**config.mk**
```make
export PLATFORM = sky130hd
export DESIGN_NAME = x86_flag_control_unit
export DESIGN_NICKNAME = d
export VERILOG_FILES = /design/src/rtl/xfcu_pkg.sv /design/src/rtl/xfcu_exec.sv /design/src/rtl/x86_flag_control_unit.sv
export SDC_FILE = /design/constraint.sdc
export NUM_CORES = 1
export LEC_CHECK = 0
export BUFFER_PORTS_ARGS = -buffer_cell sky130_fd_sc_hd__buf_4
export CAP_MARGIN = 30
export CORE_MARGIN = 8
export CORE_UTILIZATION = 52
export DETAILED_ROUTE_END_ITERATION = 16
export GPL_TIMING_DRIVEN = 0
export HOLD_SLACK_MARGIN = 0.05
export PLACE_DENSITY = 0.84
export SLEW_MARGIN = 5
export SYNTH_ARGS = -nofsm -noshare
export SYNTH_HDL_FRONTEND = slang
export SYNTH_SLANG_ARGS = --single-unit
```
**constraint.sdc**
```tcl
create_clock -name clk -period 5.4 [get_ports clk]
set_input_delay 1.08 -clock clk [delete_from_list [all_inputs] [get_ports clk]]
set_output_delay 1.08 -clock clk [all_outputs]
set_load 0.05 [all_outputs]
```
**src/rtl/xfcu_pkg.sv**
```systemverilog
`timescale 1ns / 1ps
`default_nettype none
package xfcu_pkg;

  typedef enum logic [3:0] {
    FN_STC    = 4'd0,
    FN_CLC    = 4'd1,
    FN_CMC    = 4'd2,
    FN_CLD    = 4'd3,
    FN_STD    = 4'd4,
    FN_LAHF   = 4'd5,
    FN_SAHF   = 4'd6,
    FN_PUSHF  = 4'd7,
    FN_PUSHFD = 4'd8,
    FN_POPF   = 4'd9,
    FN_POPFD  = 4'd10,
    FN_STI    = 4'd11,
    FN_CLI    = 4'd12
  } func_t;

  localparam int FLAG_W = 22;

  localparam logic [FLAG_W-1:0] F_CF    = 22'h000001;
  localparam logic [FLAG_W-1:0] F_BIT1  = 22'h000002;
  localparam logic [FLAG_W-1:0] F_IF    = 22'h000200;
  localparam logic [FLAG_W-1:0] F_DF    = 22'h000400;
  localparam logic [FLAG_W-1:0] F_IOPL  = 22'h003000;
  localparam logic [FLAG_W-1:0] F_RF    = 22'h010000;
  localparam logic [FLAG_W-1:0] F_VM    = 22'h020000;
  localparam logic [FLAG_W-1:0] F_VIF   = 22'h080000;
  localparam logic [FLAG_W-1:0] F_VIP   = 22'h100000;
  localparam logic [FLAG_W-1:0] F_SZAPC = 22'h0000D5;
  localparam logic [FLAG_W-1:0] F_ALW16 = 22'h004DD5;
  localparam logic [FLAG_W-1:0] F_ALW32 = 22'h244DD5 & 22'h3FFFFF;
  localparam logic [FLAG_W-1:0] F_ALL16 = 22'h007FD5;
  localparam logic [FLAG_W-1:0] F_ALL32 = 22'h3F7FD5;
  localparam logic [FLAG_W-1:0] F_RESET = F_BIT1;

  localparam logic [1:0] IOPL_MAX = 2'd3;

  // Input word, last field in the low bits.
  typedef struct packed {
    logic        user_level;
    logic [1:0]  cur_priv;
    logic        v86_mode;
    logic        prot_mode;
    logic [7:0]  ah_in;
    logic [31:0] pop_value;
    logic [3:0]  func;
  } item_t;

  // Result word, last field in the low bits.
  typedef struct packed {
    logic              one_step_shadow;
    logic              irq_recheck;
    logic              trap_pending;
    logic              fault_gp;
    logic              push_valid;
    logic [31:0]       push_value;
    logic              ah_valid;
    logic [7:0]        ah_out;
    logic [FLAG_W-1:0] flags_out;
  } res_t;

  localparam int IN_W  = $bits(item_t);
  localparam int RES_W = $bits(res_t);

endpackage
`default_nettype wire

```
**src/rtl/xfcu_exec.sv**
```systemverilog
`timescale 1ns / 1ps
`default_nettype none
module xfcu_exec (
  input  wire xfcu_pkg::item_t                item,
  input  wire logic [xfcu_pkg::FLAG_W-1:0]    flag_reg,
  input  wire logic                           trap_reg,
  output xfcu_pkg::res_t                      res,
  output logic [xfcu_pkg::FLAG_W-1:0]         flag_next,
  output logic                                trap_next
);

  logic                        pm;
  logic                        vm;
  logic [1:0]                  iopl;
  logic                        popfd;
  logic [xfcu_pkg::FLAG_W-1:0] pop_val;
  logic [xfcu_pkg::FLAG_W-1:0] pop_mask;
  logic                        pop_fault;
  logic [xfcu_pkg::FLAG_W-1:0] pop_merged;

  assign pm    = item.prot_mode;
  assign vm    = item.prot_mode & item.v86_mode;
  assign iopl  = flag_reg[13:12];
  assign popfd = (item.func == xfcu_pkg::FN_POPFD);

  // POPF/POPFD write mask from the privilege checks
  always_comb begin
    pop_val   = popfd ? item.pop_value[xfcu_pkg::FLAG_W-1:0]
                      : {6'd0, item.pop_value[15:0]};
    pop_mask  = '0;
    pop_fault = 1'b0;
    if (!pm || (!vm && item.cur_priv == 2'd0)) begin
      pop_mask = xfcu_pkg::F_IF | xfcu_pkg::F_IOPL;
      if (popfd) begin
        pop_mask = pop_mask | xfcu_pkg::F_RF | xfcu_pkg::F_VIF | xfcu_pkg::F_VIP;
        pop_val  = pop_val & ~(xfcu_pkg::F_VIF | xfcu_pkg::F_VIP);
      end
    end else if (!vm) begin
      if (item.cur_priv <= iopl) begin
        pop_mask = xfcu_pkg::F_IF;
        if (popfd) begin
          pop_mask = pop_mask | xfcu_pkg::F_RF | xfcu_pkg::F_VIF | xfcu_pkg::F_VIP;
          pop_val  = pop_val & ~(xfcu_pkg::F_VIF | xfcu_pkg::F_VIP);
        end
      end
    end else if (iopl == xfcu_pkg::IOPL_MAX) begin
      pop_mask = xfcu_pkg::F_IF;
    end else begin
      pop_fault = 1'b1;
    end
    pop_mask   = pop_mask | (popfd ? xfcu_pkg::F_ALW32 : xfcu_pkg::F_ALW16);
    pop_merged = (flag_reg & ~pop_mask) | (pop_val & pop_mask);
  end

  always_comb begin
    flag_next = flag_reg;
    trap_next = trap_reg;
    res       = '0;
    unique case (item.func)
      xfcu_pkg::FN_STC: flag_next = flag_reg | xfcu_pkg::F_CF;
      xfcu_pkg::FN_CLC: flag_next = flag_reg & ~xfcu_pkg::F_CF;
      xfcu_pkg::FN_CMC: flag_next = flag_reg ^ xfcu_pkg::F_CF;
      xfcu_pkg::FN_CLD: flag_next = flag_reg & ~xfcu_pkg::F_DF;
      xfcu_pkg::FN_STD: flag_next = flag_reg | xfcu_pkg::F_DF;
      xfcu_pkg::FN_LAHF: begin
        res.ah_out   = flag_reg[7:0] & (xfcu_pkg::F_SZAPC[7:0] | xfcu_pkg::F_BIT1[7:0]);
        res.ah_out   = res.ah_out | xfcu_pkg::F_BIT1[7:0];
        res.ah_valid = 1'b1;
      end
      xfcu_pkg::FN_SAHF: begin
        flag_next = {flag_reg[xfcu_pkg::FLAG_W-1:8],
                     (item.ah_in & xfcu_pkg::F_SZAPC[7:0]) | xfcu_pkg::F_BIT1[7:0]};
      end
      xfcu_pkg::FN_PUSHF, xfcu_pkg::FN_PUSHFD: begin
        if (!vm || iopl == xfcu_pkg::IOPL_MAX) begin
          if (item.func == xfcu_pkg::FN_PUSHF) begin
            res.push_value = {10'd0, (flag_reg & xfcu_pkg::F_ALL16) | xfcu_pkg::F_BIT1};
          end else begin
            res.push_value = {10'd0, (flag_reg & xfcu_pkg::F_ALL32
                              & ~(xfcu_pkg::F_RF | xfcu_pkg::F_VM)) | xfcu_pkg::F_BIT1};
          end
          res.push_valid = 1'b1;
        end else begin
          res.fault_gp = 1'b1;
        end
      end
      xfcu_pkg::FN_POPF, xfcu_pkg::FN_POPFD: begin
        if (pop_fault) begin
          res.fault_gp = 1'b1;
        end else begin
          flag_next       = pop_merged;
          trap_next       = pop_merged[9] & pop_merged[8];
          res.irq_recheck = 1'b1;
        end
      end
      xfcu_pkg::FN_STI: begin
        if (!pm || (!vm && item.cur_priv <= iopl)
            || (vm && item.user_level && iopl == xfcu_pkg::IOPL_MAX)) begin
          flag_next           = flag_reg | xfcu_pkg::F_IF;
          trap_next           = flag_reg[8];
          res.irq_recheck     = 1'b1;
          res.one_step_shadow = 1'b1;
        end else if (!vm || iopl != xfcu_pkg::IOPL_MAX) begin
          res.fault_gp = 1'b1;
        end
      end
      xfcu_pkg::FN_CLI: begin
        if (!pm || (!vm && item.cur_priv <= iopl) || iopl == xfcu_pkg::IOPL_MAX) begin
          flag_next = flag_reg & ~xfcu_pkg::F_IF;
          trap_next = 1'b0;
        end else begin
          res.fault_gp = 1'b1;
        end
      end
      default: ;
    endcase
    res.flags_out    = flag_next;
    res.trap_pending = trap_next;
  end

endmodule
`default_nettype wire

```
**src/rtl/x86_flag_control_unit.sv**
```systemverilog
`timescale 1ns / 1ps
`default_nettype none
// x86 flag-control execute unit.
// Input channel s_axis_*: one word per flag instruction (opcode, popped
// value, AH and the mode/privilege bits). Output channel m_axis_*: one
// result word per input word (new flags, AH or push image, fault and
// interrupt-control strobes).
// The EFLAGS image and the trap indicator live inside the unit and are
// updated at the edge the input word is accepted, so each word sees the
// flags left by the one before it.
// The result appears on m_axis_tvalid in the cycle after accept.
// Throughput: one word per cycle while results are taken; decode and merge
// are a single level of mask logic feeding the output register.
// When the receiver stalls, the output register holds its word and
// s_axis_tready drops until that word is taken; a word is accepted in the
// same cycle the held result leaves.
// Reset clears m_axis_tvalid and sets the flags to 0x2 (reserved
// bit one set), trap indicator clear.
module x86_flag_control_unit (
  input  wire logic        clk,
  input  wire logic        rst,
  input  wire logic        s_axis_tvalid,
  output logic             s_axis_tready,
  // func[3:0], pop_value[35:4], ah_in[43:36], prot_mode[44], v86_mode[45],
  // cur_priv[47:46], user_level[48], zero fill
  input  wire logic [55:0] s_axis_tdata,
  output logic             m_axis_tvalid,
  input  wire logic        m_axis_tready,
  // flags_out[21:0], ah_out[29:22], ah_valid[30], push_value[62:31],
  // push_valid[63], fault_gp[64], trap_pending[65], irq_recheck[66],
  // one_step_shadow[67], zero fill
  output logic [71:0]      m_axis_tdata
);

  xfcu_pkg::item_t               item;
  xfcu_pkg::res_t                exec_res;
  xfcu_pkg::res_t                res_q;
  logic [xfcu_pkg::FLAG_W-1:0]   flag_reg;
  logic [xfcu_pkg::FLAG_W-1:0]   flag_next;
  logic                          trap_reg;
  logic                          trap_next;
  logic                          in_fire;

  assign item          = s_axis_tdata[xfcu_pkg::IN_W-1:0];
  assign s_axis_tready = !m_axis_tvalid || m_axis_tready;
  assign in_fire       = s_axis_tvalid && s_axis_tready;
  assign m_axis_tdata  = {{(72 - xfcu_pkg::RES_W){1'b0}}, res_q};

  xfcu_exec u_exec (
    .item      (item),
    .flag_reg  (flag_reg),
    .trap_reg  (trap_reg),
    .res       (exec_res),
    .flag_next (flag_next),
    .trap_next (trap_next)
  );

  always_ff @(posedge clk) begin
    if (rst) begin
      flag_reg      <= xfcu_pkg::F_RESET;
      trap_reg      <= 1'b0;
      m_axis_tvalid <= 1'b0;
    end else begin
      if (in_fire) begin
        flag_reg <= flag_next;
        trap_reg <= trap_next;
      end
      if (in_fire) begin
        m_axis_tvalid <= 1'b1;
      end else if (m_axis_tready) begin
        m_axis_tvalid <= 1'b0;
      end
    end
  end

  always_ff @(posedge clk) begin
    if (in_fire) begin
      res_q <= exec_res;
    end
  end

  a_fault_keeps_flags: assert property (@(posedge clk) disable iff (rst)
    in_fire && exec_res.fault_gp |=> flag_reg == $past(flag_reg)
                                      && trap_reg == $past(trap_reg))
    else $error("flags changed on a faulting instruction");

  a_trap_tracks_flags: assert property (@(posedge clk) disable iff (rst)
    trap_reg == (flag_reg[9] & flag_reg[8]))
    else $error("trap indicator out of step with IF and TF");

  a_bit1_set: assert property (@(posedge clk) disable iff (rst)
    flag_reg[1])
    else $error("reserved flag bit one cleared");

  a_shadow_sets_if: assert property (@(posedge clk) disable iff (rst)
    m_axis_tvalid && res_q.one_step_shadow |->
      res_q.irq_recheck && res_q.flags_out[9] && !res_q.fault_gp)
    else $error("STI shadow without IF set and recheck");

endmodule
`default_nettype wire

```
==> flow_metrics.env, run 1 <==
export IMPL_status="finished, final reports clean"
export IMPL_postCtsResizedCells=0
export IMPL_drt_iter0_drc=124
export IMPL_grt_first_pass_wirelength_um=12850
export IMPL_synth_area_um2=3395
export IMPL_grt_pass1_vias=2571
export IMPL_largest_reg_flops=48
export IMPL_cts_setup_buffers=0
export IMPL_cts_path_max_buffers=2
export IMPL_path_max_fanout=30
export IMPL_rsz0062_at_grt="no"
export IMPL_worst_pin_slew_ns=0.6825
export IMPL_syn_area_per_cell_um2=11.71
export IMPL_port_buffers=79
export IMPL_cts_root_buf="clkbuf_8"
export IMPL_grt_usage_pct=16.64
export IMPL_fillers=476
export IMPL_clkTransAtPathRegs_ns=0.07
export IMPL_ys_flop_type="edfxtp_1"
export IMPL_finClkSkew_ns=0.007287
export IMPL_power_leakage_nw=1.938
export IMPL_num_antenna_cells=0
export IMPL_place_gp_congestion=0.9530
export IMPL_avgViaCountPerCell=5.210
export IMPL_synthCells=290
export IMPL_grt_max_degree=31
export IMPL_cap_violations=0
export IMPL_wirelength_um=7929
export IMPL_slowest_delay_ns=0.59
export IMPL_p_per_area_nw_per_um2=287.3
export IMPL_hold_slack_ns=0.4444
export IMPL_yosysSeqAreaShare_pct=55.44
export IMPL_insertion_delay_ns=0.34
export IMPL_worstPathArrival_ns=2.92
export IMPL_io_pins=134
export IMPL_core_rowCount=29
export IMPL_ant_nets=0
export IMPL_core_area_um2=6350
export IMPL_slew_headroom_pct=54.40
export IMPL_peakVddDrop_v=0.0002108
export IMPL_fin_crit_ns=2.678
export IMPL_ys_ff_latch=70
export IMPL_route_detailed_drc=0
export IMPL_cts_sinks=70
export IMPL_hold_path_class="flip-flop to flip-flop"
export IMPL_synth_common_cells="edfxtp_1, buf_4, and2_1"
export IMPL_yosys_cell_types_count=58
export IMPL_antenna_found_initial=0
export IMPL_synth_warnings=0
export IMPL_crit_chain="buf_4, nand2b_1, nand2_1, inv_1, buf_2, buf_12, nor2_1, a311oi_1"
export IMPL_dp_hpwl_um=6118
export IMPL_dieArea_um2=9369
export IMPL_die_h_um=96.80
export IMPL_fin_tns_setup_ns=0
export IMPL_die_w_um=96.80
export IMPL_synthArstFlopShare_pct=0
export IMPL_cts_buffers=9
export IMPL_final_nets=465
export IMPL_cts_tree="yes"
export IMPL_cts_hold_buf=0
export IMPL_dr_pass1_iters=4
export IMPL_drive_above_1_share_pct=36.52
export IMPL_setup_viol=0
export IMPL_synth_top_area_share_pct=42.46
export IMPL_fmax_ghz=0.3735
export IMPL_post_drt_wl_per_cell_um=16.35
export IMPL_finalHoldViolations=0
export IMPL_overflow=0
export IMPL_worstPathRequired_ns=5.64
export IMPL_synth_edf_count=48
export IMPL_synth_top_area_cell="edfxtp_1"
export IMPL_vias=2527
export IMPL_crit_slowest_cell="buf_2"
export IMPL_start_util_pct=53.46
export IMPL_yosys_top_cells_area="edfxtp_1, dfxtp_1, buf_4"
export IMPL_end_kind="flip-flop"
export IMPL_critPathLaunchType="input port"
export IMPL_min_period_over_period_pct=49.59
export IMPL_slew_viol_final=0
export IMPL_worstSetupPathType="input port to flip-flop"
export IMPL_synth_most_common_cell="edfxtp_1"
export IMPL_htree_num_levels=3
export IMPL_area_growth_pct=28.23
## cells by family after synthesis
group / Yosys count / synth area share [%]
compound gates: 62 / 14.34
xor+xnor: 2 / 0.7374
fa+ha+maj: 2 / 0.7371
buf+inv: 43 / 8.809
flops: 70 / 55.44
mux: 12 / 4.092
other cells: 1 / 0.1105
simple gates: 98 / 15.74
## layer usage
metal,wire (µm),up-vias,share of wire [%],track usage [%]
met5,0,-,0,0
met3,550,12,6.9,5.690
li1,-,1221,-,-
met2,3881,110,49,27.60
met4,126,0,1.6,6.509
met1,3372,1184,43,19.24
## stage by stage
stage                     worst slack, ns  util (%)  instances  power, mW  area [µm²]
after CTS                           2.737     68.55        485      1.257        4353
final                               2.722     68.55        485      1.250        4353
after floorplan                     2.305         -        312     0.8255        3477
after global routing                2.573     68.55        485      1.297        4353
after detailed placement            2.376     65.93        469     0.9025        4187
after global placement              2.296     65.62        468     0.8940        4167
## worst max-delay path, delay by kind of cell
kind            cells  cell delay (ns)
compound gates      1             0.24
buf+inv             4             1.20
simple gates        3             0.40
## cells in the final DEF, fill, tap and decap left out, types with 5 or more instances in the layout
master,synthesis,routed
buf_2,5,5
clkbuf_8,0,10
buf_6,5,5
edfxtp_1,48,48
nand2b_1,6,6
nor2b_1,5,5
a21o_1,6,6
nand3_1,5,5
mux2_1,7,7
buf_4,25,104
and2_1,24,24
nand2_1,17,17
dfxtp_1,22,22
nor2_1,21,21
a21oi_1,18,18
inv_1,7,7
conb_1,1,23
## report_power, final
group | leakage (nW) | internal, mW | switching (mW)
combinational | 1.20 | 0.0885 | 0.190
sequential | 0.659 | 0.601 | 0.0125
clock | 0.0842 | 0.174 | 0.184
total | 1.94 | 0.864 | 0.386
## area by class of cell
cell class                 instances  area (µm²)  share of cell area (%)
multi-input combinational        199        1296                   29.78
clock buffer                      11       141.4                   3.248
clock inverter                     5       25.02                  0.5749
sequential                        70        1882                   43.23
timing repair buffer              80       613.1                   14.08
tap                               77       96.34                   2.213
inverter                           7       26.28                  0.6036
buffer                            36       272.8                   6.266
## path summary, 6_finish.rpt
path	start	endpoint	slack (ns)	cells after the start
setup / recovery	m_axis_tready	trap_reg$_SDFFE_PP0P_	2.72	8
setup reg to reg	flag_reg[13]$_SDFFE_PP0P_	m_axis_tdata[65]$_DFFE_PP_	3.13	7
hold / removal	flag_reg[1]$_SDFFE_PP1P_	flag_reg[1]$_SDFFE_PP1P_	0.44	1
hold reg to reg	flag_reg[1]$_SDFFE_PP1P_	flag_reg[1]$_SDFFE_PP1P_	0.44	1
(Power assumes the default switching activity.)
==> run 2: changes to the inputs <==
- ABC_AREA: default -> 1
- CORE_UTILIZATION: 52 -> 48
- PLACE_DENSITY: 0.84 -> 0.78
- clock period: 5.4 -> 2.8 ns (I/O delays scaled with it)
==> run 2 against run 1 <==
Effect of this change: clock skew is 0.0018 ns higher; clock power up 130%; utilization decreased by 4.4 points; clock-buffer cell count decreased by 2; sequential share of layout area is 0.20 points higher; register-to-register slack worse by 2.2 ns; critical endpoint is now m_axis_tdata[65]$_DFFE_PP_.
==> flow_metrics.env, run 2 <==
export IMPL_cts_tree="yes"
export IMPL_place_gp_congestion=0.8809
export IMPL_avgViaCountPerCell=4.717
export IMPL_hold_path_class="flip-flop to flip-flop"
export IMPL_r2r_slack_ns=0.92
export IMPL_antenna_found_initial=0
export IMPL_yosysSeqAreaShare_pct=56.71
export IMPL_worstSetupPathType="flip-flop to flip-flop"
export IMPL_fmax_ghz=0.5319
export IMPL_finClkSkew_ns=0.009071
export IMPL_ys_flop_type="edfxtp_1"
export IMPL_cap_violations=0
export IMPL_largest_reg_flops=48
export IMPL_synth_common_cells="inv_1, edfxtp_1, nand2_1"
export IMPL_yosys_top_cells_area="edfxtp_1, dfxtp_1, inv_1"
export IMPL_io_pins=134
export IMPL_synth_top_area_share_pct=43.44
export IMPL_layout_commonest_cell="buf_4"
export IMPL_slew_headroom_pct=61.25
export IMPL_wirelength_um=7993
export IMPL_postCtsResizedCells=0
export IMPL_cts_buffers=9
export IMPL_worst_pin_slew_ns=0.5812
export IMPL_area_growth_pct=30.58
export IMPL_synth_top_area_cell="edfxtp_1"
export IMPL_syn_area_per_cell_um2=9.454
export IMPL_crit_start="flag_reg[13]$_SDFFE_PP0P_"
export IMPL_grt_pass1_vias=2663
export IMPL_final_nets=529
export IMPL_grt_max_degree=40
export IMPL_worstPathRequired_ns=2.89
export IMPL_yosys_cell_types_count=36
export IMPL_rr_startpoint="flag_reg[13]$_SDFFE_PP0P_"
export IMPL_fin_util_pct=64.13
export IMPL_dieArea_um2=9830
export IMPL_min_from="flag_reg[5]$_SDFFE_PP0P_"
export IMPL_cts_root_buf="clkbuf_8"
export IMPL_fillers=560
export IMPL_overflow=0
export IMPL_multi_input_area_um2=1059
export IMPL_clkTransAtPathRegs_ns=0.08
export IMPL_worstPathArrival_ns=1.97
export IMPL_synth_edf_count=48
export IMPL_cts_setup_buffers=0
export IMPL_cts_sinks=70
export IMPL_setup_viol=0
export IMPL_hold_depth=2
export IMPL_mostFrequentLayoutCells="buf_4, inv_1, edfxtp_1, nand2_1, nor2_1"
export IMPL_ys_ff_latch=70
export IMPL_regArea_um2=1882
export IMPL_core_rowCount=30
export IMPL_finalHoldViolations=0
export IMPL_ant_nets=0
export IMPL_synth_area_um2=3318
export IMPL_die_w_um=99.15
export IMPL_total_power_mw=2.588
export IMPL_die_h_um=99.15
export IMPL_route_detailed_drc=0
export IMPL_fin_tns_setup_ns=0
export IMPL_port_buffers=82
export IMPL_synth_warnings=0
export IMPL_dp_hpwl_um=6165
export IMPL_synth_most_common_cell="inv_1"
export IMPL_dr_pass1_iters=4
export IMPL_fin_crit_ns=1.880
export IMPL_end_kind="flip-flop"
export IMPL_critPathLaunchType="flip-flop"
export IMPL_rsz0062_at_grt="no"
export IMPL_slew_viol_final=0
export IMPL_min_period_over_period_pct=67.14
export IMPL_synthCells=351
export IMPL_cts_hold_buf=0
export IMPL_drt_iter0_drc=175
export IMPL_start_util_pct=49.11
export IMPL_num_antenna_cells=0
export IMPL_status="finished, final reports clean"
export IMPL_path_max_fanout=7
export IMPL_core_area_um2=6756
export IMPL_p_per_area_nw_per_um2=597.2
export IMPL_insertion_delay_ns=0.34
export IMPL_grt_first_pass_wirelength_um=12650
export IMPL_cts_path_max_buffers=2
export IMPL_hold_slack_ns=0.4538
export IMPL_grt_usage_pct=16.39
export IMPL_synthArstFlopShare_pct=0
export IMPL_vias=2604
export IMPL_power_leakage_nw=2.096
export IMPL_peakVddDrop_v=0.0002940
export IMPL_drive_above_1_share_pct=33.90
export IMPL_rr_worst_depth=11
export IMPL_htree_num_levels=3
export IMPL_post_drt_wl_per_cell_um=14.48
==> run 2: cell count changes after synthesis, moves of 9 or more <==
cell	delta
o21ai_1	+11
nand2_1	+30
nor2_1	+22
inv_1	+49
and2_1	-24
nand3_1	+9
==> run 2: final timing paths <==
| path | to |
|---|---|
| worst max-delay path | m_axis_tdata[65]$_DFFE_PP_ |
| worst min-delay path | flag_reg[5]$_SDFFE_PP0P_ |
| worst max register to register | m_axis_tdata[65]$_DFFE_PP_ |
| worst min register to register | flag_reg[5]$_SDFFE_PP0P_ |
==> run 2: cell families (layout without fill, tap and decap cells) <==
group,after synthesis,in the layout,synth area share (%)
DFF,70,70,56.71
buffers and inverters,93,192,13.88
adders and majority gates,2,2,0.7540
and+or+nand+nor,128,128,18.29
AOI/OAI and AO/OA,57,57,10.26
other,1,23,0.1130
==> run 2: metrics by stage <==
stage	area, µm²	worst slack [ns]	cells
after floorplan	3401	0.1039	373
after global placement	4116	-0.05437	535
after detailed placement	4136	0.6616	536
after CTS	4333	0.9098	552
after global routing	4333	0.6793	552
final	4333	0.9200	552
==> run 2: area by class of cell <==
class                   count  share of cell area (%)
plain buffers              30                   5.140
flip-flops and latches     70                   43.43
multi-input cells         210                   24.43
repair buffers             83                   14.67
clock buffers               9                   2.859
well taps                  80                   2.310
inverters                  63                   5.487
clock inverters             7                   1.675
==> run 2: metal layers <==
layer  vias up  part of all wire, %  GRT usage (%)  wire, µm
met1      1178                   42          18.72      3369
met2        89                   49          27.44      3907
met3         8                  7.5          5.447       603
met4         0                  1.4          7.101       113
met5         -                    0              0         0
li1       1329                    -              -         -
==> run 2: critical path, cell delays in order, from the launching register on <==
cell	delay [ns]
dfxtp_1	0.34
inv_1	0.08
ha_1	0.31
nand2_1	0.06
nand2_1	0.05
nand2_1	0.04
nand2_1	0.19
nand3_1	0.12
nand2_1	0.17
inv_1	0.08
nand2_1	0.08
nand3_2	0.09
==> run 2: where the power goes <==
group,total [mW],internal (mW),switching (mW)
Clock,0.812,0.413,0.399
Sequential,1.20,1.17,0.0212
Combinational,0.580,0.170,0.410
